`src/design/alux_pkg.sv`:
```
package alux_pkg;

  // fixed widths of the channel fields
  localparam int CNT_W    = 16;
  localparam int CODE_W   = 3;
  localparam int GLASS_W  = 12;
  localparam int LUX_W    = 32;
  localparam int STATUS_W = 3;
  localparam int CFG_IDX_W = 2;
  localparam int CFG_DAT_W = 12;

  // gain times integration time fits 16 bits (96 * 400)
  localparam int GT_W   = 16;
  localparam int MULT_W = 7;
  localparam int MS_W   = 9;

  localparam int COEFF_FRAC_BITS_DEF = 12;
  localparam int LUX_FRAC_BITS_DEF   = 8;

  localparam logic [CNT_W-1:0] LOW_LIMIT  = 16'd2000;
  localparam logic [CNT_W-1:0] HIGH_LIMIT = 16'd50000;
  localparam logic [CNT_W-1:0] FULL_SCALE = 16'hFFFF;
  localparam logic [GLASS_W-1:0] GLASS_RESET = 12'd256;

  // configuration register indexes
  localparam logic [CFG_IDX_W-1:0] CFG_AUTO       = 2'd0;
  localparam logic [CFG_IDX_W-1:0] CFG_START_GAIN = 2'd1;
  localparam logic [CFG_IDX_W-1:0] CFG_START_TIME = 2'd2;
  localparam logic [CFG_IDX_W-1:0] CFG_GLASS      = 2'd3;

  // status codes
  localparam logic [STATUS_W-1:0] ST_OK    = 3'd0;
  localparam logic [STATUS_W-1:0] ST_SAT   = 3'd1;
  localparam logic [STATUS_W-1:0] ST_DARK  = 3'd2;
  localparam logic [STATUS_W-1:0] ST_RATIO = 3'd3;
  localparam logic [STATUS_W-1:0] ST_ZGAIN = 3'd4;

  // ratio regions of the piecewise fit
  localparam logic [1:0] RG_LOW  = 2'd0;
  localparam logic [1:0] RG_MID  = 2'd1;
  localparam logic [1:0] RG_HIGH = 2'd2;
  localparam logic [1:0] RG_OUT  = 2'd3;

  typedef struct packed {
    logic              adjust;
    logic [CODE_W-1:0] gain;
    logic [CODE_W-1:0] itime;
  } range_t;

  typedef struct packed {
    logic             done;
    logic             sat;
    logic [LUX_W-1:0] quot;
  } div_res_t;

  // coefficient in ten-thousandths, rounded to nearest at cbits fraction bits
  function automatic longint fixc(input longint k, input int cbits);
    return ((k << cbits) + 64'd5000) / 64'd10000;
  endfunction

  function automatic logic [MULT_W-1:0] gain_mult(input logic [CODE_W-1:0] code);
    logic [MULT_W-1:0] m;
    unique case (code)
      3'd0: m = 7'd1;
      3'd1: m = 7'd2;
      3'd2: m = 7'd4;
      3'd3: m = 7'd8;
      3'd6: m = 7'd48;
      3'd7: m = 7'd96;
      default: m = 7'd0;
    endcase
    return m;
  endfunction

  function automatic logic [MS_W-1:0] time_ms(input logic [CODE_W-1:0] code);
    logic [MS_W-1:0] t;
    unique case (code)
      3'd0: t = 9'd100;
      3'd1: t = 9'd50;
      3'd2: t = 9'd200;
      3'd3: t = 9'd400;
      3'd4: t = 9'd150;
      3'd5: t = 9'd250;
      3'd6: t = 9'd300;
      default: t = 9'd350;
    endcase
    return t;
  endfunction

  // gain ladder 0,1,2,3,6,7; codes 4 and 5 are off the ladder and stay put
  function automatic logic [CODE_W-1:0] gain_step(input logic [CODE_W-1:0] code,
                                                  input logic up);
    logic [CODE_W-1:0] n;
    unique case (code)
      3'd0: n = up ? 3'd1 : 3'd0;
      3'd1: n = up ? 3'd2 : 3'd0;
      3'd2: n = up ? 3'd3 : 3'd1;
      3'd3: n = up ? 3'd6 : 3'd2;
      3'd6: n = up ? 3'd7 : 3'd3;
      3'd7: n = up ? 3'd7 : 3'd6;
      default: n = code;
    endcase
    return n;
  endfunction

  // time ladder 1,0,4,2,5,6,7,3 (50 ms up to 400 ms)
  function automatic logic [CODE_W-1:0] time_step(input logic [CODE_W-1:0] code,
                                                  input logic up);
    logic [CODE_W-1:0] n;
    unique case (code)
      3'd1: n = up ? 3'd0 : 3'd1;
      3'd0: n = up ? 3'd4 : 3'd1;
      3'd4: n = up ? 3'd2 : 3'd0;
      3'd2: n = up ? 3'd5 : 3'd4;
      3'd5: n = up ? 3'd6 : 3'd2;
      3'd6: n = up ? 3'd7 : 3'd5;
      3'd7: n = up ? 3'd3 : 3'd6;
      default: n = up ? 3'd3 : 3'd7;
    endcase
    return n;
  endfunction

endpackage

```
`src/design/ambient_light_autorange_lux.sv`:
```
// channel   direction  handshake               payload
// in_       request    in_valid / in_stall     new_collection, visible_count, infrared_count
// out_      result     out_valid / out_stall   adjust, gain/time codes, lux, status, counts
// cfg_      write      cfg_we                  cfg_index, cfg_wdata
//
// A request with lux goes through classify, the shared multiplier steps, divider load, the
// serial divider (32 quotient bits, then done), output and back to idle; a quotient too big
// for 32 bits skips the serial steps. adjust or non-ok status goes from classify to output.
// in_stall is high from acceptance until the result enters the output register;
// the output register holds a result under out_stall while a new request is taken.
// rst_n is synchronous; codes reset to 0 and glass_factor to 1.0.
module ambient_light_autorange_lux #(
  parameter int COEFF_FRAC_BITS = alux_pkg::COEFF_FRAC_BITS_DEF,
  parameter int LUX_FRAC_BITS   = alux_pkg::LUX_FRAC_BITS_DEF
) (
  input  logic                          clk,
  input  logic                          rst_n,
  input  logic                          in_valid,
  output logic                          in_stall,
  input  logic                          in_new_collection,
  input  logic [alux_pkg::CNT_W-1:0]    in_visible_count,
  input  logic [alux_pkg::CNT_W-1:0]    in_infrared_count,
  output logic                          out_valid,
  input  logic                          out_stall,
  output logic                          out_adjust,
  output logic [alux_pkg::CODE_W-1:0]   out_gain_code,
  output logic [alux_pkg::CODE_W-1:0]   out_time_code,
  output logic [alux_pkg::LUX_W-1:0]    out_lux_value,
  output logic [alux_pkg::STATUS_W-1:0] out_status,
  output logic [alux_pkg::CNT_W-1:0]    out_visible_out,
  output logic [alux_pkg::CNT_W-1:0]    out_infrared_out,
  input  logic                          cfg_we,
  input  logic [alux_pkg::CFG_IDX_W-1:0] cfg_index,
  input  logic [alux_pkg::CFG_DAT_W-1:0] cfg_wdata
);

  localparam int CW   = COEFF_FRAC_BITS + 3;
  localparam int SUMW = COEFF_FRAC_BITS + 19;
  localparam int NUMW = SUMW + 19;
  localparam int PW   = SUMW + alux_pkg::CNT_W;
  localparam int SH   = COEFF_FRAC_BITS + 8 - LUX_FRAC_BITS;
  localparam int DIVW = alux_pkg::LUX_W + alux_pkg::GT_W;
  localparam int RW   = alux_pkg::CNT_W + 8;

  localparam logic [CW-1:0] CL0 = CW'(alux_pkg::fixc(17743, COEFF_FRAC_BITS));
  localparam logic [CW-1:0] CL1 = CW'(alux_pkg::fixc(11059, COEFF_FRAC_BITS));
  localparam logic [CW-1:0] CM0 = CW'(alux_pkg::fixc(42785, COEFF_FRAC_BITS));
  localparam logic [CW-1:0] CM1 = CW'(alux_pkg::fixc(19548, COEFF_FRAC_BITS));
  localparam logic [CW-1:0] CH0 = CW'(alux_pkg::fixc(5926, COEFF_FRAC_BITS));
  localparam logic [CW-1:0] CH1 = CW'(alux_pkg::fixc(1185, COEFF_FRAC_BITS));

  localparam logic [3:0] S_IDLE  = 4'd0;
  localparam logic [3:0] S_CLASS = 4'd1;
  localparam logic [3:0] S_M0    = 4'd2;
  localparam logic [3:0] S_M1    = 4'd3;
  localparam logic [3:0] S_SUM   = 4'd4;
  localparam logic [3:0] S_M2    = 4'd5;
  localparam logic [3:0] S_M3    = 4'd6;
  localparam logic [3:0] S_DLOAD = 4'd7;
  localparam logic [3:0] S_DIV   = 4'd8;
  localparam logic [3:0] S_OUT   = 4'd9;

  // configuration
  logic                          auto_r;
  logic [alux_pkg::CODE_W-1:0]   sgain_r;
  logic [alux_pkg::CODE_W-1:0]   stime_r;
  logic [alux_pkg::GLASS_W-1:0]  glass_r;

  logic [3:0]                    state_r, state_nxt;
  logic [alux_pkg::CNT_W-1:0]    ch0_r, ch1_r;
  logic [1:0]                    region_r, region_nxt;
  logic [alux_pkg::STATUS_W-1:0] status_r, status_nxt;
  logic [alux_pkg::LUX_W-1:0]    lux_r, lux_nxt;
  logic [PW-1:0]                 prod_r, prod_nxt;
  logic [NUMW-1:0]               acc_r, acc_nxt;

  logic                          out_valid_r, out_valid_nxt;
  logic                          oadj_r;
  logic [alux_pkg::CODE_W-1:0]   ogain_r, otime_r;
  logic [alux_pkg::LUX_W-1:0]    olux_r;
  logic [alux_pkg::STATUS_W-1:0] ostat_r;
  logic [alux_pkg::CNT_W-1:0]    ovis_r, oir_r;

  logic                          accept;
  logic                          out_free;
  alux_pkg::range_t              range;
  alux_pkg::div_res_t            div_res;
  logic                          div_start;

  logic [SUMW-1:0]               mul_a;
  logic [alux_pkg::CNT_W-1:0]    mul_b;
  logic [alux_pkg::CNT_W:0]      tot;
  logic [RW-1:0]                 ir100, t45, t64, t85;
  logic [CW-1:0]                 c0, c1;
  logic [NUMW-1:0]               term_b;
  logic [NUMW:0]                 dsum, dsh;
  logic [DIVW-1:0]               dividend;

  assign accept   = in_valid && !in_stall;
  assign in_stall = (state_r != S_IDLE);
  assign out_free = !out_valid_r || !out_stall;

  always_ff @(posedge clk) begin
    if (!rst_n) begin
      auto_r  <= 1'b0;
      sgain_r <= '0;
      stime_r <= '0;
      glass_r <= alux_pkg::GLASS_RESET;
    end else if (cfg_we) begin
      unique case (cfg_index)
        alux_pkg::CFG_AUTO:       auto_r  <= cfg_wdata[0];
        alux_pkg::CFG_START_GAIN: sgain_r <= cfg_wdata[alux_pkg::CODE_W-1:0];
        alux_pkg::CFG_START_TIME: stime_r <= cfg_wdata[alux_pkg::CODE_W-1:0];
        alux_pkg::CFG_GLASS:      glass_r <= cfg_wdata[alux_pkg::GLASS_W-1:0];
        default: ;
      endcase
    end
  end

  alux_range u_range (
    .clk            (clk),
    .rst_n          (rst_n),
    .load           (accept),
    .new_collection (in_new_collection),
    .visible        (in_visible_count),
    .auto_en        (auto_r),
    .start_gain     (sgain_r),
    .start_time     (stime_r),
    .range          (range)
  );

  alux_div u_div (
    .clk      (clk),
    .rst_n    (rst_n),
    .start    (div_start),
    .dividend (dividend),
    .divisor  (prod_r[alux_pkg::GT_W-1:0]),
    .res      (div_res)
  );

  // ratio tests by cross-multiplication: 100*ch1 against k*(ch0+ch1)
  always_comb begin
    tot   = {1'b0, ch0_r} + {1'b0, ch1_r};
    ir100 = RW'(ch1_r) * RW'(100);
    t45   = RW'(tot) * RW'(45);
    t64   = RW'(tot) * RW'(64);
    t85   = RW'(tot) * RW'(85);
  end

  always_comb begin
    unique case (region_r)
      alux_pkg::RG_LOW: begin
        c0 = CL0;
        c1 = CL1;
      end
      alux_pkg::RG_MID: begin
        c0 = CM0;
        c1 = CM1;
      end
      default: begin
        c0 = CH0;
        c1 = CH1;
      end
    endcase
  end

  // operand select for the shared multiplier
  always_comb begin
    mul_a = '0;
    mul_b = '0;
    unique case (state_r)
      S_M0: begin
        mul_a = SUMW'(c0);
        mul_b = ch0_r;
      end
      S_M1: begin
        mul_a = SUMW'(c1);
        mul_b = ch1_r;
      end
      S_M2: begin
        mul_a = acc_r[SUMW-1:0];
        mul_b = alux_pkg::CNT_W'(glass_r);
      end
      S_M3: begin
        mul_a = SUMW'(alux_pkg::gain_mult(range.gain));
        mul_b = alux_pkg::CNT_W'(alux_pkg::time_ms(range.itime));
      end
      default: ;
    endcase
  end

  // rounding: floor((num + den/2) / den) with den = gt << SH
  always_comb begin
    term_b   = NUMW'(prod_r);
    dsum     = (NUMW+1)'(acc_r) + ((NUMW+1)'(prod_r[alux_pkg::GT_W-1:0]) << (SH - 1));
    dsh      = dsum >> SH;
    dividend = DIVW'(dsh);
  end

  always_comb begin
    state_nxt  = state_r;
    region_nxt = region_r;
    status_nxt = status_r;
    lux_nxt    = lux_r;
    prod_nxt   = PW'(mul_a) * PW'(mul_b);
    acc_nxt    = acc_r;
    div_start  = 1'b0;
    out_valid_nxt = out_valid_r && out_stall;
    unique case (state_r)
      S_IDLE: begin
        if (accept) state_nxt = S_CLASS;
      end
      S_CLASS: begin
        lux_nxt = '0;
        if (ir100 < t45)      region_nxt = alux_pkg::RG_LOW;
        else if (ir100 < t64) region_nxt = alux_pkg::RG_MID;
        else if (ir100 < t85) region_nxt = alux_pkg::RG_HIGH;
        else                  region_nxt = alux_pkg::RG_OUT;
        priority if (range.adjust)
          status_nxt = alux_pkg::ST_OK;
        else if (ch0_r == alux_pkg::FULL_SCALE || ch1_r == alux_pkg::FULL_SCALE)
          status_nxt = alux_pkg::ST_SAT;
        else if (ch0_r == '0 && ch1_r == '0)
          status_nxt = alux_pkg::ST_DARK;
        else if (!(ir100 < t85))
          status_nxt = alux_pkg::ST_RATIO;
        else if (alux_pkg::gain_mult(range.gain) == '0)
          status_nxt = alux_pkg::ST_ZGAIN;
        else
          status_nxt = alux_pkg::ST_OK;
        if (range.adjust || status_nxt != alux_pkg::ST_OK) state_nxt = S_OUT;
        else                                                state_nxt = S_M0;
      end
      S_M0: state_nxt = S_M1;
      S_M1: begin
        acc_nxt   = NUMW'(prod_r);
        state_nxt = S_SUM;
      end
      S_SUM: begin
        if (region_r == alux_pkg::RG_MID)
          acc_nxt = (acc_r > term_b) ? acc_r - term_b : '0;
        else
          acc_nxt = acc_r + term_b;
        state_nxt = S_M2;
      end
      S_M2: state_nxt = S_M3;
      S_M3: begin
        // times 100 as shift-adds
        acc_nxt   = (NUMW'(prod_r) << 6) + (NUMW'(prod_r) << 5) + (NUMW'(prod_r) << 2);
        state_nxt = S_DLOAD;
      end
      S_DLOAD: begin
        div_start = 1'b1;
        state_nxt = S_DIV;
      end
      S_DIV: begin
        if (div_res.done) begin
          lux_nxt   = div_res.sat ? '1 : div_res.quot;
          state_nxt = S_OUT;
        end
      end
      S_OUT: begin
        if (out_free) begin
          out_valid_nxt = 1'b1;
          state_nxt     = S_IDLE;
        end
      end
      default: state_nxt = S_IDLE;
    endcase
  end

  always_ff @(posedge clk) begin
    if (!rst_n) begin
      state_r     <= S_IDLE;
      out_valid_r <= 1'b0;
    end else begin
      state_r     <= state_nxt;
      out_valid_r <= out_valid_nxt;
    end
  end

  always_ff @(posedge clk) begin
    region_r <= region_nxt;
    status_r <= status_nxt;
    lux_r    <= lux_nxt;
    prod_r   <= prod_nxt;
    acc_r    <= acc_nxt;
    if (accept) begin
      ch0_r <= in_visible_count;
      ch1_r <= in_infrared_count;
    end
    if (state_r == S_OUT && out_free) begin
      oadj_r  <= range.adjust;
      ogain_r <= range.gain;
      otime_r <= range.itime;
      olux_r  <= lux_r;
      ostat_r <= status_r;
      ovis_r  <= ch0_r;
      oir_r   <= ch1_r;
    end
  end

  assign out_valid        = out_valid_r;
  assign out_adjust       = oadj_r;
  assign out_gain_code    = ogain_r;
  assign out_time_code    = otime_r;
  assign out_lux_value    = olux_r;
  assign out_status       = ostat_r;
  assign out_visible_out  = ovis_r;
  assign out_infrared_out = oir_r;

endmodule

```
`src/design/alux_range.sv`:
```
module alux_range (
  input  logic                        clk,
  input  logic                        rst_n,
  input  logic                        load,
  input  logic                        new_collection,
  input  logic [alux_pkg::CNT_W-1:0]  visible,
  input  logic                        auto_en,
  input  logic [alux_pkg::CODE_W-1:0] start_gain,
  input  logic [alux_pkg::CODE_W-1:0] start_time,
  output alux_pkg::range_t            range
);

  logic [alux_pkg::CODE_W-1:0] gain_r, gain_nxt;
  logic [alux_pkg::CODE_W-1:0] time_r, time_nxt;
  logic                        adj_r, adj_nxt;
  logic [alux_pkg::CODE_W-1:0] g0, t0, gs, ts;
  logic                        dim, bright;

  always_comb begin
    g0     = new_collection ? start_gain : gain_r;
    t0     = new_collection ? start_time : time_r;
    dim    = (visible <= alux_pkg::LOW_LIMIT);
    bright = (visible >= alux_pkg::HIGH_LIMIT);
    gs     = alux_pkg::gain_step(g0, dim);
    ts     = alux_pkg::time_step(t0, dim);
    gain_nxt = gain_r;
    time_nxt = time_r;
    adj_nxt  = adj_r;
    if (load) begin
      gain_nxt = g0;
      time_nxt = t0;
      adj_nxt  = 1'b0;
      // gain moves first, time only once gain has no room
      if (auto_en && (dim || bright)) begin
        if (gs != g0) begin
          gain_nxt = gs;
          adj_nxt  = 1'b1;
        end else if (ts != t0) begin
          time_nxt = ts;
          adj_nxt  = 1'b1;
        end
      end
    end
  end

  always_ff @(posedge clk) begin
    if (!rst_n) begin
      gain_r <= '0;
      time_r <= '0;
      adj_r  <= 1'b0;
    end else begin
      gain_r <= gain_nxt;
      time_r <= time_nxt;
      adj_r  <= adj_nxt;
    end
  end

  assign range.adjust = adj_r;
  assign range.gain   = gain_r;
  assign range.itime  = time_r;

endmodule

```
`src/design/alux_div.sv`:
```
module alux_div (
  input  logic                                        clk,
  input  logic                                        rst_n,
  input  logic                                        start,
  input  logic [alux_pkg::LUX_W+alux_pkg::GT_W-1:0]   dividend,
  input  logic [alux_pkg::GT_W-1:0]                   divisor,
  output alux_pkg::div_res_t                          res
);

  localparam int QW  = alux_pkg::LUX_W;
  localparam int GW  = alux_pkg::GT_W;
  localparam int CNW = $clog2(QW);

  logic           busy_r, busy_nxt;
  logic           done_r, done_nxt;
  logic           sat_r, sat_nxt;
  logic [CNW-1:0] cnt_r, cnt_nxt;
  logic [GW-1:0]  rem_r, rem_nxt;
  logic [QW-1:0]  num_r, num_nxt;
  logic [GW-1:0]  dvs_r, dvs_nxt;
  logic [GW:0]    trial;
  logic           fits;

  always_comb begin
    trial    = {rem_r, num_r[QW-1]};
    fits     = (trial >= {1'b0, dvs_r});
    busy_nxt = busy_r;
    done_nxt = 1'b0;
    sat_nxt  = sat_r;
    cnt_nxt  = cnt_r;
    rem_nxt  = rem_r;
    num_nxt  = num_r;
    dvs_nxt  = dvs_r;
    if (start) begin
      dvs_nxt = divisor;
      rem_nxt = dividend[QW+GW-1:QW];
      num_nxt = dividend[QW-1:0];
      cnt_nxt = '0;
      // quotient would not fit 32 bits
      if (dividend[QW+GW-1:QW] >= divisor) begin
        sat_nxt  = 1'b1;
        done_nxt = 1'b1;
      end else begin
        sat_nxt  = 1'b0;
        busy_nxt = 1'b1;
      end
    end else if (busy_r) begin
      rem_nxt = fits ? GW'(trial - {1'b0, dvs_r}) : trial[GW-1:0];
      num_nxt = {num_r[QW-2:0], fits};
      cnt_nxt = cnt_r + 1'b1;
      if (cnt_r == CNW'(QW - 1)) begin
        busy_nxt = 1'b0;
        done_nxt = 1'b1;
      end
    end
  end

  always_ff @(posedge clk) begin
    if (!rst_n) begin
      busy_r <= 1'b0;
      done_r <= 1'b0;
      cnt_r  <= '0;
    end else begin
      busy_r <= busy_nxt;
      done_r <= done_nxt;
      cnt_r  <= cnt_nxt;
    end
  end

  always_ff @(posedge clk) begin
    sat_r <= sat_nxt;
    rem_r <= rem_nxt;
    num_r <= num_nxt;
    dvs_r <= dvs_nxt;
  end

  assign res.done = done_r;
  assign res.sat  = sat_r;
  assign res.quot = num_r;

endmodule

```
`config.mk`:
```
export PLATFORM = sky130hd
export DESIGN_NAME = ambient_light_autorange_lux
export DESIGN_NICKNAME = d
export VERILOG_FILES = /design/src/design/alux_pkg.sv /design/src/design/ambient_light_autorange_lux.sv /design/src/design/alux_range.sv /design/src/design/alux_div.sv
export SDC_FILE = /design/constraint.sdc
export NUM_CORES = 2
export LEC_CHECK = 0
export CAP_MARGIN = 20
export CELL_PAD_IN_SITES_DETAIL_PLACEMENT = 1
export CELL_PAD_IN_SITES_GLOBAL_PLACEMENT = 1
export CORE_MARGIN = 10
export CORE_UTILIZATION = 45
export CTS_CLUSTER_DIAMETER = 30
export CTS_CLUSTER_SIZE = 10
export DETAILED_ROUTE_END_ITERATION = 8
export DONT_BUFFER_PORTS = 1
export PLACE_DENSITY = 0.78
export SYNTH_ARGS = -nofsm -noshare
export SYNTH_HDL_FRONTEND = slang
export SYNTH_HIERARCHICAL = 1
export SYNTH_SLANG_ARGS = --single-unit
```
`constraint.sdc`:
```
create_clock -name clk -period 7.7 [get_ports clk]
set_input_delay 0.385 -clock clk [delete_from_list [all_inputs] [get_ports clk]]
set_output_delay 0.385 -clock clk [all_outputs]
set_load 0.05 [all_outputs]
```
After elaboration in Yosys (flattened, before gate mapping). Cells that the tools add are included. W data, S select, Z words.

Add/subtract/negate cells: 8. Multipliers: 4. Magnitude comparators: 8. Equal/unequal tests: 44. Muxes and demuxes: 70. Bitwise logic cells: 1. Reduce and logical (&&, ||, !) cells: 35.

Operator list (count): $pmux W50 S3 (1); $mux W32 (4); $pmux W31 S4 (1); $mux W50 (2); $pmux W16 S4 (1); $pmux W32 S2 (1); $pmux W9 S7 (1); $mux W3 (18); $add A50 B27 Y51 (1); $add A50 B47 Y50 (1); $add A50 B49 Y50 (1); $add A50 B50 Y50 (1); $gt A50 B47 Y1 (1); $sub A50 B47 Y50 (1); $mux W7 (7); $mul A31 B16 Y47 (1); $lt A23 B23 Y1 (2); $pmux W7 S6 (1); $pmux W4 S10 (1); $eq A3 B3 Y1 const B (11); $eq A16 B16 Y1 const B (2); $logic_not A16 Y1 (2); $pmux W15 S2 (1); $pmux W13 S2 (1); 43 further kinds (106).

Flip-flop bits (word level): 343. Input bits: 52. Output and inout bits: 76. Word-level logic and storage cells: 202.

Longest topological paths before layout.
Depth after elaboration: 19. Depth in mapped cells: 41. Gate-level depth less buffers: 41.

By module. The synthesis kept the hierarchy.

Modules (own cells, without submodules): ambient_light_autorange_lux (times used 1, cells each 4595, area each 41066.9 µm², sequential area each 7216.9 µm²); alux_div (times used 1, cells each 380, area each 4321.6 µm², sequential area each 2092.0 µm²); alux_range (times used 1, cells each 88, area each 700.7 µm², sequential area each 140.1 µm²).

Worst setup path before layout. No wires, ideal clock.

Path type: register to register. Start point: register state_r[2]. End point: register prod_r[44]. Library setup time: 0.118 ns. Data arrival time: 7.811 ns. Required time: 7.582 ns. Path slack: -0.229 ns. Cell stages (with the launch flop): 33. Buffers on the path: 4. Period minus slack after synthesis: 7.929 ns. Cell sequence: dfxtp_1 clkbuf_1 and2_1 clkbuf_1 nand2_1 clkbuf_1 o31ai_1 clkbuf_1 nand2_1 fa_1 inv_1 fa_1 inv_1 fa_1 inv_1 fa_1 inv_1 fa_1 inv_1 fa_1 ha_1 a2111oi_0 o21a_1 o31ai_1 a41oi_2 o221ai_2 a221oi_2 nor2b_1 nor2_1 o21ai_1 a21o_1 a21oi_1 xnor2_1.

Cells in the longest elaborated chain, start to end: 3. Elaborated cells on any way between the ends: 7. Those cells by class: mul: 1; eq/ne: 4; mux: 2.

Ends and longest elaborated chain: from (decl) (RTL line ambient_light_autorange_lux.sv:69) `logic [3:0] state_r, state_nxt;`; from (signal assigned) (RTL line ambient_light_autorange_lux.sv:277) `state_r <= state_nxt;`; $eq A4 B3 Y1 or $eq A4 B2 Y1 (tied branches) (RTL line ambient_light_autorange_lux.sv:171) `unique case (state_r)`; $pmux W31 S4 or $pmux W16 S4 (tied branches) (RTL line ambient_light_autorange_lux.sv:171); $mul A31 B16 Y47 (*) (RTL line ambient_light_autorange_lux.sv:205) `prod_nxt = PW'(mul_a) * PW'(mul_b);`; net prod_nxt[44] (RTL line ambient_light_autorange_lux.sv:74) `logic [PW-1:0] prod_r, prod_nxt;`; to (signal assigned) (RTL line ambient_light_autorange_lux.sv:286) `prod_r <= prod_nxt;`; to (decl) (RTL line ambient_light_autorange_lux.sv:74).

Mark *: on every way through the listed nets, which the timed path passes. The rest lies on a longest branch. A chain may end at the register's enable or synchronous reset.

Final worst setup path.
Start point: register ch1_r[1] (netlist bit). End point: register state_r[1].

Cells in the longest elaborated chain, start to end: 12. Elaborated cells on any way between the ends: 17. Those cells by class: add/sub: 1; mul: 2; order compare: 1; eq/ne: 1; mux: 7; reduce/logical: 5.

Ends and longest elaborated chain: from (decl) (RTL line ambient_light_autorange_lux.sv:70) `logic [alux_pkg::CNT_W-1:0] ch0_r, ch1_r;`; from (signal assigned) (RTL line ambient_light_autorange_lux.sv:290) `ch1_r <= in_infrared_count;`; $add A16 B16 Y17 (RTL line ambient_light_autorange_lux.sv:143) `tot = {1'b0, ch0_r} + {1'b0, ch1_r};`; $mul A17 B7 Y24 (RTL line ambient_light_autorange_lux.sv:147) `t85 = RW'(tot) * RW'(85);`; $lt A23 B24 Y1 (RTL line ambient_light_autorange_lux.sv:225) `else if (!(ir100 < t85))`; $mux W3 (RTL line ambient_light_autorange_lux.sv:225); $mux W3 (RTL line ambient_light_autorange_lux.sv:223) `else if (ch0_r == '0 && ch1_r == '0)`; $mux W3 (*) (RTL line ambient_light_autorange_lux.sv:221) `else if (ch0_r == alux_pkg::FULL_SCALE || ch1_r == alux_pkg::FULL_SCALE)`; $mux W3 (*) (RTL line ambient_light_autorange_lux.sv:219) `priority if (range.adjust)`; $mux W3 (*) (RTL line ambient_light_autorange_lux.sv:209) `unique case (state_r)`; $reduce_bool A3 Y1 (*) (RTL line ambient_light_autorange_lux.sv:231) `if (range.adjust || status_nxt != alux_pkg::ST_OK) state_nxt = S_OUT;`; $logic_or A1 B1 Y1 (*) (RTL line ambient_light_autorange_lux.sv:231); $mux W4 (*) (RTL line ambient_light_autorange_lux.sv:231); $pmux W4 S10 (*) (RTL line ambient_light_autorange_lux.sv:209).

Mark *: on every way between the ends. The rest lies on a longest branch, timed or not. The select of a mux whose other input is x is not followed.

==> out/metrics.csv <==
metric;value;unit
status;finished with violations;
violations;setup timing;
skew;0.06244;ns
setup_viol;16;
track_usage;29.99;%
path_max_fanout;3;
dieArea;115600;µm²
grt-ovfl-total;0;
worst-endpoint-required;8.24;ns
num_vias;41970;
critPathMaxStageDelay;0.55;ns
layout_setup_ws;-0.4577;ns
initial_core_util;45.30;%
grt_max_degree;51;
crit_start;ch1_r[1];
num_io_pins;128;
timing.final.crit_period;8.158;ns
crit_top_cell;a21o_1;
die_y;340.0;µm
clkSinkCount;343;
drt-total-wl;188000;µm
dr.pass1.iters;6;
async_flop_share;0;%
layout-drive-gt1-share;16.17;%
cpMaxStageDelayCell;fa_1;
wl_per_cell;26.94;µm
hold_violations;0;
synth_area_leaders;fa_1 22%, edfxtp_1 17%, ha_1 14%;
synthCells;5063;
r2r_start;ch1_r[1];
coreArea;101700;µm²
place_inst;6686;
slew_headroom;18.29;%
rsz0062_at_grt;true;
cts_tree;yes;
ys_types;103;
max_freq;122.6;MHz
slew_viol_final;0;
crit_family;compound AO/OA/AOI/OAI gates;
layout.cells.non_filler;6980;
final_cell_mix;760 x inv_1, 543 x nand2_1, 494 x fa_1;
hp-start;rst_n;
rows;117;
yosys_warnings;6;
cts_root_buffer;clkbuf_16;
synth_edf_count;258;
antenna_found_initial;4;
seq_area_frac_synth;20.50;%
clk_pin_slew;0.06;ns
antenna_left;0;
globalplace.congestion;0.9288;
grt_pass1_vias;44980;
synth_flop_cell;edfxtp_1;
final.setup.tns;-3.533;ns
synth_top_area_share;22.28;%
htreeDepth;3;
place_hpwl;130100;µm
avgSynthCellArea;9.103;µm²
drc;0;
worstMarginPinSlew;1.218;ns
ys_ff_latch;343;
fin_nets;6633;
arrival;8.70;ns
yosysTopAreaCell;fa_1;
clock_path_buffers;3;
drt_iter0_drc;3446;
die_w;340.0;µm
cp-start-kind;flip-flop;
clock_latency;0.67;ns
grt_first_pass_wirelength;272700;µm
viasPerCell;6.013;
criticalPathCategory;flip-flop to flip-flop;
fin_crit_sh;105.9;%
crit_buf_inv;9;
final_common_cell;inv_1;
syn2layout_area_growth;21.23;%
hold_path.class;primary input to flip-flop;
synth_area;46090;µm²
io_buffers;0;
max-cap-violations;0;
cp-end-kind;flip-flop;
hold_slack;0.04899;ns
numCtsBuffers;79;
[cell usage after synthesis (40+ instances only)]
library cell    n
inv_1         782
nand2_1       562
ha_1          526
fa_1          513
nor2_1        300
a21oi_1       275
edfxtp_1      258
o21ai_0       175
xnor2_1       167
clkbuf_1      148
a21o_1        125
dfxtp_1        85
xor2_1         84
nand3_1        82
o21a_1         68
nor2b_1        64
nor3_1         63
nand2b_1       53
and2_1         48
nand4_1        40
[worst reg2reg max path: cells and delay by family (launching register included)]
kind                     cells  cell delay, ns
AO/OA/AOI/OAI               18            3.27
AND/OR/NAND/NOR              5            0.59
flip-flops                   1            0.43
XOR/XNOR                     2            0.39
buffers and inverters        9            0.93
adder cells (fa/ha/maj)      7            2.41
[area by class of cell]
cell class | instances | area [µm²]
fillers | 11450 | 45870
multi-input cells | 3835 | 34580
flip-flops and latches | 343 | 9452
repair buffers | 498 | 4322
inverters | 785 | 2952
clock buffers | 95 | 2140
well taps | 1368 | 1712
clock inverters | 52 | 706.9
diodes | 4 | 10.01
[kinds of logic (layout without fill, tap and decap cells)]
kind of cell / Yosys count / after routing / share of synthesized area, %
AOI/OAI and AO/OA: 1055 / 1056 / 15.31
xor gates and xnor gates: 251 / 251 / 4.770
adders and majority gates: 1039 / 1039 / 36.56
buffers and inverters: 971 / 1430 / 8.063
DFF: 343 / 343 / 20.50
muxes: 56 / 56 / 1.352
other: 2 / 90 / 0.01629
and+or+nand+nor: 1346 / 1347 / 13.43
[sequential cells by signal, indices dropped and copies added, names as in the netlist, 4 cells and up]
name and cells:
glass_r 12, u_div/dvs_r 16, ch1_r 16, out_lux_value 32
out_visible_out 16, acc_r 50, ch0_r 16, u_div/rem_r 16
u_div/num_r 32, out_infrared_out 16, prod_r 47, state_r 4
u_div/cnt_r 5, lux_r 32
[worst paths after layout]
check                                   endpoint  slack, ns  cells after the start
worst min register to register  out_lux_value[8]       0.42                      0
worst max-delay path                  state_r[1]      -0.46                     41
worst min-delay path              u_div/cnt_r[2]       0.05                      2
worst max register to register        state_r[1]      -0.46                     41
[metrics by stage]
step	instance area, µm²	setup WS (ns)	util (%)
detailed placement	50280	-0.6403	49.42
global placement	50260	-0.5333	49.40
floorplan	46420	0.002261	-
CTS	54500	-0.004285	53.56
global route	55860	-0.6826	54.91
finish	55870	-0.4577	54.92
[per-layer routing]
layer  GRT usage (%)  up-vias  wire length (µm)
met5               0        -                59
met4           16.88        8             14220
met1           35.29    21240             69600
li1                -    17960                 -
met3           5.097      797             13350
met2           51.52     1972             90790
[repair_timing]
item / 4_1_cts / 5_1_grt
cloned: 4 / 1
setup endpoints to repair: 29 / 23
pin swaps: 87 / 189
resized for setup: 119 / 197
setup buffers: 40 / 54
endpoints found under the hold margin: 65 / 1
hold buffers: 45 / 1
Power is not shown: default switching activity piles up to over one toggle a cycle in this logic, so the estimate is an artifact.
